==> config.mk <==
export PLATFORM = sky130hd
export DESIGN_NAME = hhpid_error
export DESIGN_NICKNAME = d
export VERILOG_FILES = /design/src/hhpid_pkg.sv /design/src/hhpid_error.sv
export SDC_FILE = /design/constraint.sdc
export NUM_CORES = 1
export LEC_CHECK = 0
export BUFFER_PORTS_ARGS = -buffer_cell sky130_fd_sc_hd__buf_2
export CAP_MARGIN = 40
export CORE_ASPECT_RATIO = 1.2
export CORE_UTILIZATION = 45
export CTS_CLUSTER_DIAMETER = 150
export CTS_CLUSTER_SIZE = 20
export DETAILED_ROUTE_END_ITERATION = 6
export GPL_TIMING_DRIVEN = 0
export MAX_ROUTING_LAYER = met4
export PLACE_DENSITY = 0.77
export SLEW_MARGIN = 0
export SYNTH_ARGS = -nofsm -noshare
export SYNTH_HDL_FRONTEND = slang
export SYNTH_SLANG_ARGS = --single-unit
==> constraint.sdc <==
create_clock -name i_clk -period 11.4 [get_ports i_clk]
set_clock_uncertainty 0.2 [all_clocks]
set_input_delay 1.14 -clock i_clk [delete_from_list [all_inputs] [get_ports i_clk]]
set_output_delay 1.14 -clock i_clk [all_outputs]
set_load 0.1 [all_outputs]
==> src/hhpid_pkg.sv <==
// Shared types and constants for the heading-hold PID drive controller.
// No dependencies; every other file in src/ refers to it by scoped names.
`timescale 1ns / 1ps

package hhpid_pkg;

    // Default width of the running error sum and its previous value
    localparam int SUM_WIDTH_DEF = 32;

    // Drives are clamped to +/- this value
    localparam int DRIVE_LIMIT = 125;

    // Bearing geometry, tenths of a degree
    localparam logic [11:0]        FULL_TURN_U = 12'd3600;
    localparam logic signed [13:0] FULL_TURN_S = 14'sd3600;
    localparam logic signed [13:0] HALF_TURN_S = 14'sd1800;

    // Configuration register indexes
    typedef enum logic [1:0] {
        CFG_K_PROP    = 2'd0,
        CFG_KI_SCALED = 2'd1,
        CFG_KD_SCALED = 2'd2
    } t_cfg_index;

    // One input word
    typedef struct packed {
        logic [11:0]        bearing_tenths;
        logic               hold_enable;
        logic signed [7:0]  left_request;
        logic signed [7:0]  right_request;
    } t_in_word;

    // One result word
    typedef struct packed {
        logic signed [7:0]  left_drive;
        logic signed [7:0]  right_drive;
        logic               left_changed;
        logic               right_changed;
        logic signed [11:0] heading_error;
    } t_out_word;

    // Control handed from the error stage to the drive stage
    typedef struct packed {
        logic valid;  // stage holds a word
        logic hold;   // heading hold on for this word
        logic latch;  // first held word: capture the last sent drives
    } t_stage_ctrl;

endpackage

==> src/hhpid_error.sv <==
// Error stage: wrapped heading error, saturating error sum and input register.
// Depends on hhpid_pkg.
`timescale 1ns / 1ps

module hhpid_error #(
    parameter int SUM_WIDTH = hhpid_pkg::SUM_WIDTH_DEF
) (
    input  logic                        i_clk,
    input  logic                        i_rst_n,
    input  logic                        i_valid,
    output logic                        o_ready,
    input  hhpid_pkg::t_in_word         i_word,
    input  logic                        i_take,
    output hhpid_pkg::t_stage_ctrl      o_ctrl,
    output logic signed [11:0]          o_err,
    output logic signed [SUM_WIDTH-1:0] o_sum,
    output logic signed [SUM_WIDTH:0]   o_diff,
    output logic signed [7:0]           o_left_request,
    output logic signed [7:0]           o_right_request
);

    localparam logic signed [SUM_WIDTH-1:0] SUM_MAX = {1'b0, {(SUM_WIDTH-1){1'b1}}};
    localparam logic signed [SUM_WIDTH-1:0] SUM_MIN = {1'b1, {(SUM_WIDTH-1){1'b0}}};

    // Heading state
    logic                        r_hold_active;
    logic [11:0]                 r_latched_bearing;
    logic signed [SUM_WIDTH-1:0] r_error_sum;
    logic signed [SUM_WIDTH-1:0] r_previous_sum;

    // Stage register
    logic                        r_valid;
    logic                        r_hold;
    logic                        r_latch;
    logic signed [11:0]          r_err;
    logic signed [SUM_WIDTH-1:0] r_sum;
    logic signed [SUM_WIDTH:0]   r_diff;
    logic signed [7:0]           r_lreq;
    logic signed [7:0]           r_rreq;

    logic                        w_accept;
    logic [11:0]                 w_bearing;
    logic [11:0]                 w_ref;
    logic signed [13:0]          w_b;
    logic signed [13:0]          w_s;
    logic signed [13:0]          w_wrap;
    logic signed [11:0]          w_err;
    logic signed [SUM_WIDTH:0]   w_sum_ext;
    logic signed [SUM_WIDTH-1:0] w_sum_sat;
    logic signed [SUM_WIDTH-1:0] w_sum_new;
    logic signed [SUM_WIDTH:0]   w_diff;

    assign o_ready  = !r_valid || i_take;
    assign w_accept = i_valid && o_ready;

    always_comb begin
        // reduce out-of-range bearings by one turn
        w_bearing = (i_word.bearing_tenths >= hhpid_pkg::FULL_TURN_U)
                  ? i_word.bearing_tenths - hhpid_pkg::FULL_TURN_U
                  : i_word.bearing_tenths;
        w_ref = r_hold_active ? r_latched_bearing : w_bearing;
        w_b   = $signed({2'b00, w_bearing});
        w_s   = $signed({2'b00, w_ref});

        if (w_s >= hhpid_pkg::HALF_TURN_S) begin
            if (w_b >= w_s - hhpid_pkg::HALF_TURN_S) begin
                w_wrap = w_b - w_s;
            end else begin
                w_wrap = w_b + hhpid_pkg::FULL_TURN_S - w_s;
            end
        end else if ((w_b >= w_s && w_b - hhpid_pkg::HALF_TURN_S <= w_s)
                     || w_b <= hhpid_pkg::HALF_TURN_S) begin
            w_wrap = w_b - w_s;
        end else begin
            w_wrap = w_b - hhpid_pkg::FULL_TURN_S - w_s;
        end

        w_err = i_word.hold_enable ? w_wrap[11:0] : 12'sd0;

        // saturating accumulate
        w_sum_ext = (SUM_WIDTH+1)'(r_error_sum) + (SUM_WIDTH+1)'(w_err);
        if (w_sum_ext[SUM_WIDTH] != w_sum_ext[SUM_WIDTH-1]) begin
            w_sum_sat = w_sum_ext[SUM_WIDTH] ? SUM_MIN : SUM_MAX;
        end else begin
            w_sum_sat = w_sum_ext[SUM_WIDTH-1:0];
        end
        w_sum_new = i_word.hold_enable ? w_sum_sat : r_error_sum;
        w_diff    = (SUM_WIDTH+1)'(w_sum_new) - (SUM_WIDTH+1)'(r_previous_sum);
    end

    always_ff @(posedge i_clk) begin
        if (!i_rst_n) begin
            r_hold_active     <= 1'b0;
            r_latched_bearing <= '0;
            r_error_sum       <= '0;
            r_previous_sum    <= '0;
            r_valid           <= 1'b0;
        end else begin
            if (w_accept) begin
                r_valid <= 1'b1;
                if (i_word.hold_enable) begin
                    r_hold_active     <= 1'b1;
                    r_latched_bearing <= w_ref;
                    r_error_sum       <= w_sum_new;
                    r_previous_sum    <= w_sum_new;
                end else begin
                    // drop the latch, keep the sums
                    r_hold_active <= 1'b0;
                end
            end else if (i_take) begin
                r_valid <= 1'b0;
            end
        end
    end

    always_ff @(posedge i_clk) begin
        if (w_accept) begin
            r_hold  <= i_word.hold_enable;
            r_latch <= i_word.hold_enable && !r_hold_active;
            r_err   <= w_err;
            r_sum   <= w_sum_new;
            r_diff  <= w_diff;
            r_lreq  <= i_word.left_request;
            r_rreq  <= i_word.right_request;
        end
    end

    assign o_ctrl.valid    = r_valid;
    assign o_ctrl.hold     = r_hold;
    assign o_ctrl.latch    = r_latch;
    assign o_err           = r_err;
    assign o_sum           = r_sum;
    assign o_diff          = r_diff;
    assign o_left_request  = r_lreq;
    assign o_right_request = r_rreq;

endmodule

Yosys cells after proc, flatten, opt, wreduce, memory -nomap -nowiden
Cells that the tools add are included.

storage, ports and cells
  register bits = 141
  output and inout bits = 97
  memory bits (read-only) = 0
  latch bits = 0
  RAM bits = 0
  memories kept = 0
  input port bits = 33

cells by class
  muxes and demuxes = 12
  equality and inequality tests = 1
  $lt $le $gt $ge = 6
  $add $sub $neg = 10
  shift-type cells = 0
  reduce and logical (&&, ||, !) cells = 9
  bitwise operators = 0
  multiply operators = 0
  div/mod/pow operators = 0

operator list
  operator                                                             count
  2-to-1 mux 32 bit                                                    3
  2-to-1 mux 12 bit                                                    6
  subtractor 12 bit                                                    3
  adder 32 x 12 -> 33 bit                                              1
  subtractor 32 x 32 -> 33 bit                                         1
  subtractor 12 x 11 -> 13 bit, second input constant                  2
  subtractor 12 bit, second input constant                             2
  greater-or-equal comparator 13 bit                                   1
  less-or-equal comparator 13 bit                                      1
  adder 12 bit, second input constant                                  1
  greater-or-equal comparator 12 x 11 -> 1 bit, second input constant  1
  greater-or-equal comparator 12 bit                                   1
  greater-or-equal comparator 12 bit, second input constant            1
  less-or-equal comparator 12 x 11 -> 1 bit, second input constant     1
  logical AND 1 bit                                                    3
  2-to-1 mux 1 bit                                                     3
  zero test 1 bit                                                      2
  logical OR 1 bit                                                     2
  AND reduction 2 bit                                                  1
  nonzero test 2 bit                                                   1
  inequality test 1 bit                                                1

Longest topological paths before layout
  word-level depth = 14
  mapped depth = 46
  gate-level depth less buffers = 43

Least setup slack after synthesis
OpenSTA, ideal clock, no wires.

  path type = input -> register
  from = input i_word[19] (netlist name)
  to = register r_diff[27], in the netlist o_diff[27], data pin
  path buffers = 3
  cell stages on the path = 38
  path slack = 0.608 ns
  setup time = 0.259 ns
  arrival time = 10.333 ns
  cells stage by stage = or3_1 > o21a_2 > nor3_1 > xnor2_1 > inv_1 > ha_1 > inv_1 > o31ai_1 > a31oi_1 > o21ai_0 > a31oi_1 > o221ai_1 > nor2_2 > mux2_2 > o22ai_1 > ha_1 > and3_1 > and2_1 > [2 not listed] > and2_1 > o21a_1 > or3_1 > buf_6 > buf_8 > buf_6 > a21oi_1 > o22ai_1 > ha_1 > nor2b_1 > o31a_1 > o21ai_0 > a211oi_1 > o21bai_1 > or3b_2 > a21o_1 > a21oi_1 > xnor2_1

on the way
  longest elaborated chain between the ends = 14

RTL lines
  element                                                                                       line                                  text
  start: declaration                                                                            hhpid_error.sv:12                     input hhpid_pkg::t_in_word i_word,
  subtractor 12 bit / greater-or-equal comparator 12 bit (equally long branches)                hhpid_error.sv:59, hhpid_error.sv:58
  2-to-1 mux 12 bit *                                                                           hhpid_error.sv:59                     ? i_word.bearing_tenths - hhpid_pkg::FULL_TURN_U
  subtractor 12 x 11 -> 13 bit / 2-to-1 mux 12 bit (equally long branches)                      hhpid_error.sv:71, hhpid_error.sv:61
  less-or-equal comparator 13 bit / greater-or-equal comparator 12 bit (equally long branches)  hhpid_error.sv:71                     end else if ((w_b >= w_s && w_b - hhpid_pkg::HALF_TURN_S <= w_s)
  logical AND 1 bit                                                                             hhpid_error.sv:71
  logical OR 1 bit                                                                              hhpid_error.sv:72                     || w_b <= hhpid_pkg::HALF_TURN_S) begin
  2-to-1 mux 12 bit                                                                             hhpid_error.sv:71
  2-to-1 mux 12 bit *                                                                           hhpid_error.sv:65                     if (w_s >= hhpid_pkg::HALF_TURN_S) begin
  2-to-1 mux 12 bit *                                                                           hhpid_error.sv:78                     w_err = i_word.hold_enable ? w_wrap[11:0] : 12'sd0;
  via w_err[11]                                                                                 hhpid_error.sv:47                     logic signed [11:0] w_err;
  adder 32 x 12 -> 33 bit *                                                                     hhpid_error.sv:81                     w_sum_ext = (SUM_WIDTH+1)'(r_error_sum) + (SUM_WIDTH+1)'(w_err);
  2-to-1 mux 32 bit / inequality test 1 bit (equally long branches)                             hhpid_error.sv:83, hhpid_error.sv:82
  2-to-1 mux 32 bit *                                                                           hhpid_error.sv:82                     if (w_sum_ext[SUM_WIDTH] != w_sum_ext[SUM_WIDTH-1]) begin
  2-to-1 mux 32 bit *                                                                           hhpid_error.sv:87                     w_sum_new = i_word.hold_enable ? w_sum_sat : r_error_sum;
  via w_sum_new[1]                                                                              hhpid_error.sv:50                     logic signed [SUM_WIDTH-1:0] w_sum_new;
  subtractor 32 x 32 -> 33 bit *                                                                hhpid_error.sv:88                     w_diff = (SUM_WIDTH+1)'(w_sum_new) - (SUM_WIDTH+1)'(r_previous_sum);
  via w_diff[27]                                                                                hhpid_error.sv:51                     logic signed [SUM_WIDTH:0] w_diff;
  end signal: assignment                                                                        hhpid_error.sv:122                    r_diff <= w_diff;
  end: declaration                                                                              hhpid_error.sv:37                     logic signed [SUM_WIDTH:0] r_diff;

The timed path passes the listed nets; every way through them passes the cells marked *.
A chain may end at the register's enable or synchronous reset.

Worst setup path in the final report
  from = input i_word[21] (netlist name)
  to = register r_diff[31], in the netlist o_diff[31], data pin

Same word-level chain as after synthesis.

==> run summary <==
IO Pins -> 130
Core area -> 0.02467 mm2
Crit-path max cell delay -> 530 ps
GRT overflow -> 0
Starting density of the core -> 0.4574
Routed WL -> 30.44 mm
Worst endpoint required time -> 11380 ps
Final setup viols -> 0
VDD IR max -> 0.1155 mV
DRT iter0 DRCs -> 693
Routed Antenna Nets -> 0
Synthesized flop and latch total -> 141
Die Span X -> 146.6 um
Final Hold Fails -> 0
Clk sinks -> 141
Tightest Hold Check Type -> flop to flop
Startpoint class of the critical path -> input pin
Die area -> 0.02572 mm2
Post-synth cell types -> 83
RSZ-0062 raised after global routing -> no
Post-route design area -> 0.01320 mm2
Sw power -> 0.001839 W
Min-Delay Startpoint -> r_previous_sum[26]
Layout cell share with drive strength beyond 1 -> 0.1823
Pint -> 0.001750 W
Synth area leaders -> edfxtp_1 25%, ha_1 14%, dfxtp_1 8.2%, xnor2_1 5.2%, a21oi_1 4.9%
GPL Wtd Cong -> 1.002
Asr flop ratio synth -> 0
Critical-path top delay cell -> or3b_2
Post-Syn Area per Cell -> 9.326 um2
RR Endpoint -> o_diff[31]
Rows -> 63
Switching part of the total -> 0.5123
Max Fclk -> 0.09142 GHz
Commonest cells in the netlist -> 123 x ha_1, 111 x a21oi_1, 104 x inv_1
Residual DRC count -> 0
Fillers -> 2237
Most common cell on crit path -> ha_1
IO Port Bufs -> 129
Worst-Margin Slew -> 861.5 ps
Area after DPL -> 0.01241 mm2
Post-synthesis sequential area ratio -> 0.3344
Nature of the critical path endpoint -> flop
Power density over the cells -> 271.9 mW/mm2
Synth area leader -> edfxtp_1
Synth Cell Area -> 0.01128 mm2
Vias -> 9964
Most frequent cell after synthesis -> ha_1
All-Layer GR Usage -> 0.2457
Placement Setup Slack -> -1065 ps
CTS tree -> built
Hold Slack -> 279.1 ps
CP arrival -> 10920 ps
Min Clock Period, post-route -> 10940 ps
Clock Power Share -> 0.162
Via/cell ratio -> 5.837
Sequential Power Share -> 0.214
WS Path Type -> input pin to flop
Final setup margin -> 460.9 ps
Initial DRT Pass Iterations -> 5
Area Overhead vs Synth -> 16.96%
Nets -> 1541
Leak Pwr -> 5.629 nW
Synth Flop Type -> edfxtp_1
Hold-critical path depth -> 2
Largest net degree at the start of global routing -> 74
Max Cap Violations -> 0
Final Slew Violations -> 0
Bufs on Longest Clock Path -> 2
R2R cell count -> 39
Worst skew pair latency -> 440 ps
H-tree Lvls -> 4
Antenna violations before repair -> 0
Number of global-route vias before repair -> 9632
Worst Path Buf+Inv -> 7
TritonCTS buffer count -> 17
Crit-path max FO -> 17
DP HPWL -> 23.13 mm
RR Startpoint -> r_hold_active
Slew headroom -> 0.4257
Mapped Cells -> 1210
Combinational power share -> 0.624
Clock-pin slew on the worst setup and hold paths -> 60 ps
EDFF count, synth -> 95
DR WL/cell -> 17.83 um
First-pass GRT wire length -> 48.20 mm
Crit path max-delay family -> compound AO/OA/AOI/OAI gates
Top cell type's share of synthesized area -> 0.2528
Run status -> complete, no violations
Post-Syn Nets -> 1379
Hold endpoint -> r_previous_sum[26]
Number of diodes -> 0
Period utilization -> 0.9596
R2R setup slack -> 760 ps
YS warnings -> 0
Die height -> 175.5 um
Hold Buf Count CTS -> 0
CTS root buffer -> clkbuf_16
==> placed cells by master (no fill, tap or decap), drive strengths merged, types with 20 or more instances in the layout <==
cell type  Yosys  layout
buf           16     159
ha           123     123
a21oi        115     115
inv          105     104
edfxtp        95      95
o21ai         91      91
nand2         76      76
xnor2         67      67
nor2          60      60
dfxtp         46      46
clkbuf        21      38
a211oi        27      27
a21o          25      25
o22ai         22      22
xor2          21      21
nand3         20      20
==> tightest hold or removal path, delay by kind of cell, from the launching register on <==
family           cells  cell delay [ps]
AO/OA/AOI/OAI        1               50
flip-flops           1              320
AND/OR/NAND/NOR      1               50
==> worst max-delay path by stage <==
stage                    start          to  slack [ps]  cells after the start
finish              i_word[21]  o_diff[31]         460                     46
global route        i_word[21]  o_diff[27]          10                     46
CTS                 i_word[21]  o_diff[31]          50                     41
detailed placement  i_word[21]  o_diff[31]       -1070                     42
global placement    i_word[21]  o_diff[32]       -2490                     39
floorplan           i_word[19]  o_diff[27]         610                     38
==> power by group through the flow <==
stage	Combinational (W)	Sequential (W)	Clock, W
floorplan	0.00111	0.00146	0
global placement	0.00214	0.000777	0
detailed placement	0.00218	0.000777	0
CTS	0.00221	0.000771	0.000589
global route	0.00239	0.000781	0.000603
finish	0.00224	0.000769	0.000581
==> registers in the layout (all words and copies together) (netlist names) <==
signal             flops
o_diff                33
r_previous_sum        32
o_err                 12
r_hold_active          1
r_latch                1
o_right_request        8
r_valid                1
r_hold                 1
o_sum                 32
r_latched_bearing     12
o_left_request         8
==> layout make-up <==
type,count,area (um2),area share
clock buffer,17,425.4,0.03223
timing repair buffer,143,773.2,0.05858
buffer,37,206.4,0.01564
sequential,141,3774,0.2859
inverter,107,405.4,0.03071
multi-input combinational,925,7034,0.5329
clock inverter,12,173.9,0.01318
tap,325,406.6,0.03081
==> layer usage <==
metal  up-vias  track usage  part of all wire
met1      4720       0.2702              0.41
li1       4798            -                 -
met3        92      0.03662             0.045
met4         0       0.1376             0.049
met5         -            -                 0
met2       354       0.4252              0.50
==> metrics by stage <==
stage	total power, W	utilization	cells	setup TNS (ps)
after detailed placement	0.002962	0.5031	1670	-14210
after CTS	0.003566	0.5294	1699	0
after global placement	0.002920	0.5000	1664	-53650
after floorplan	0.002576	-	1210	0
final	0.003589	0.5350	1707	0
after global routing	0.003777	0.5350	1707	0
==> kinds of logic after synthesis <==
kind of cell             after synthesis  share of synthesized area
AO/OA/AOI/OAI                        408                     0.2426
XOR/XNOR                              88                    0.06830
adder cells (fa/ha/maj)              140                     0.1630
buffers and inverters                144                    0.05366
flip-flops                           141                     0.3344
multiplexers                          21                    0.01896
AND/OR/NAND/NOR                      268                     0.1191
==> timing repair <==
item | CTS | global route
setup endpoints to repair | 18 | 19
buffers inserted | 0 | 8
resized for setup | 9 | 23
pin swaps | 0 | 2
Note: power is estimated with default switching activity, not from simulation.
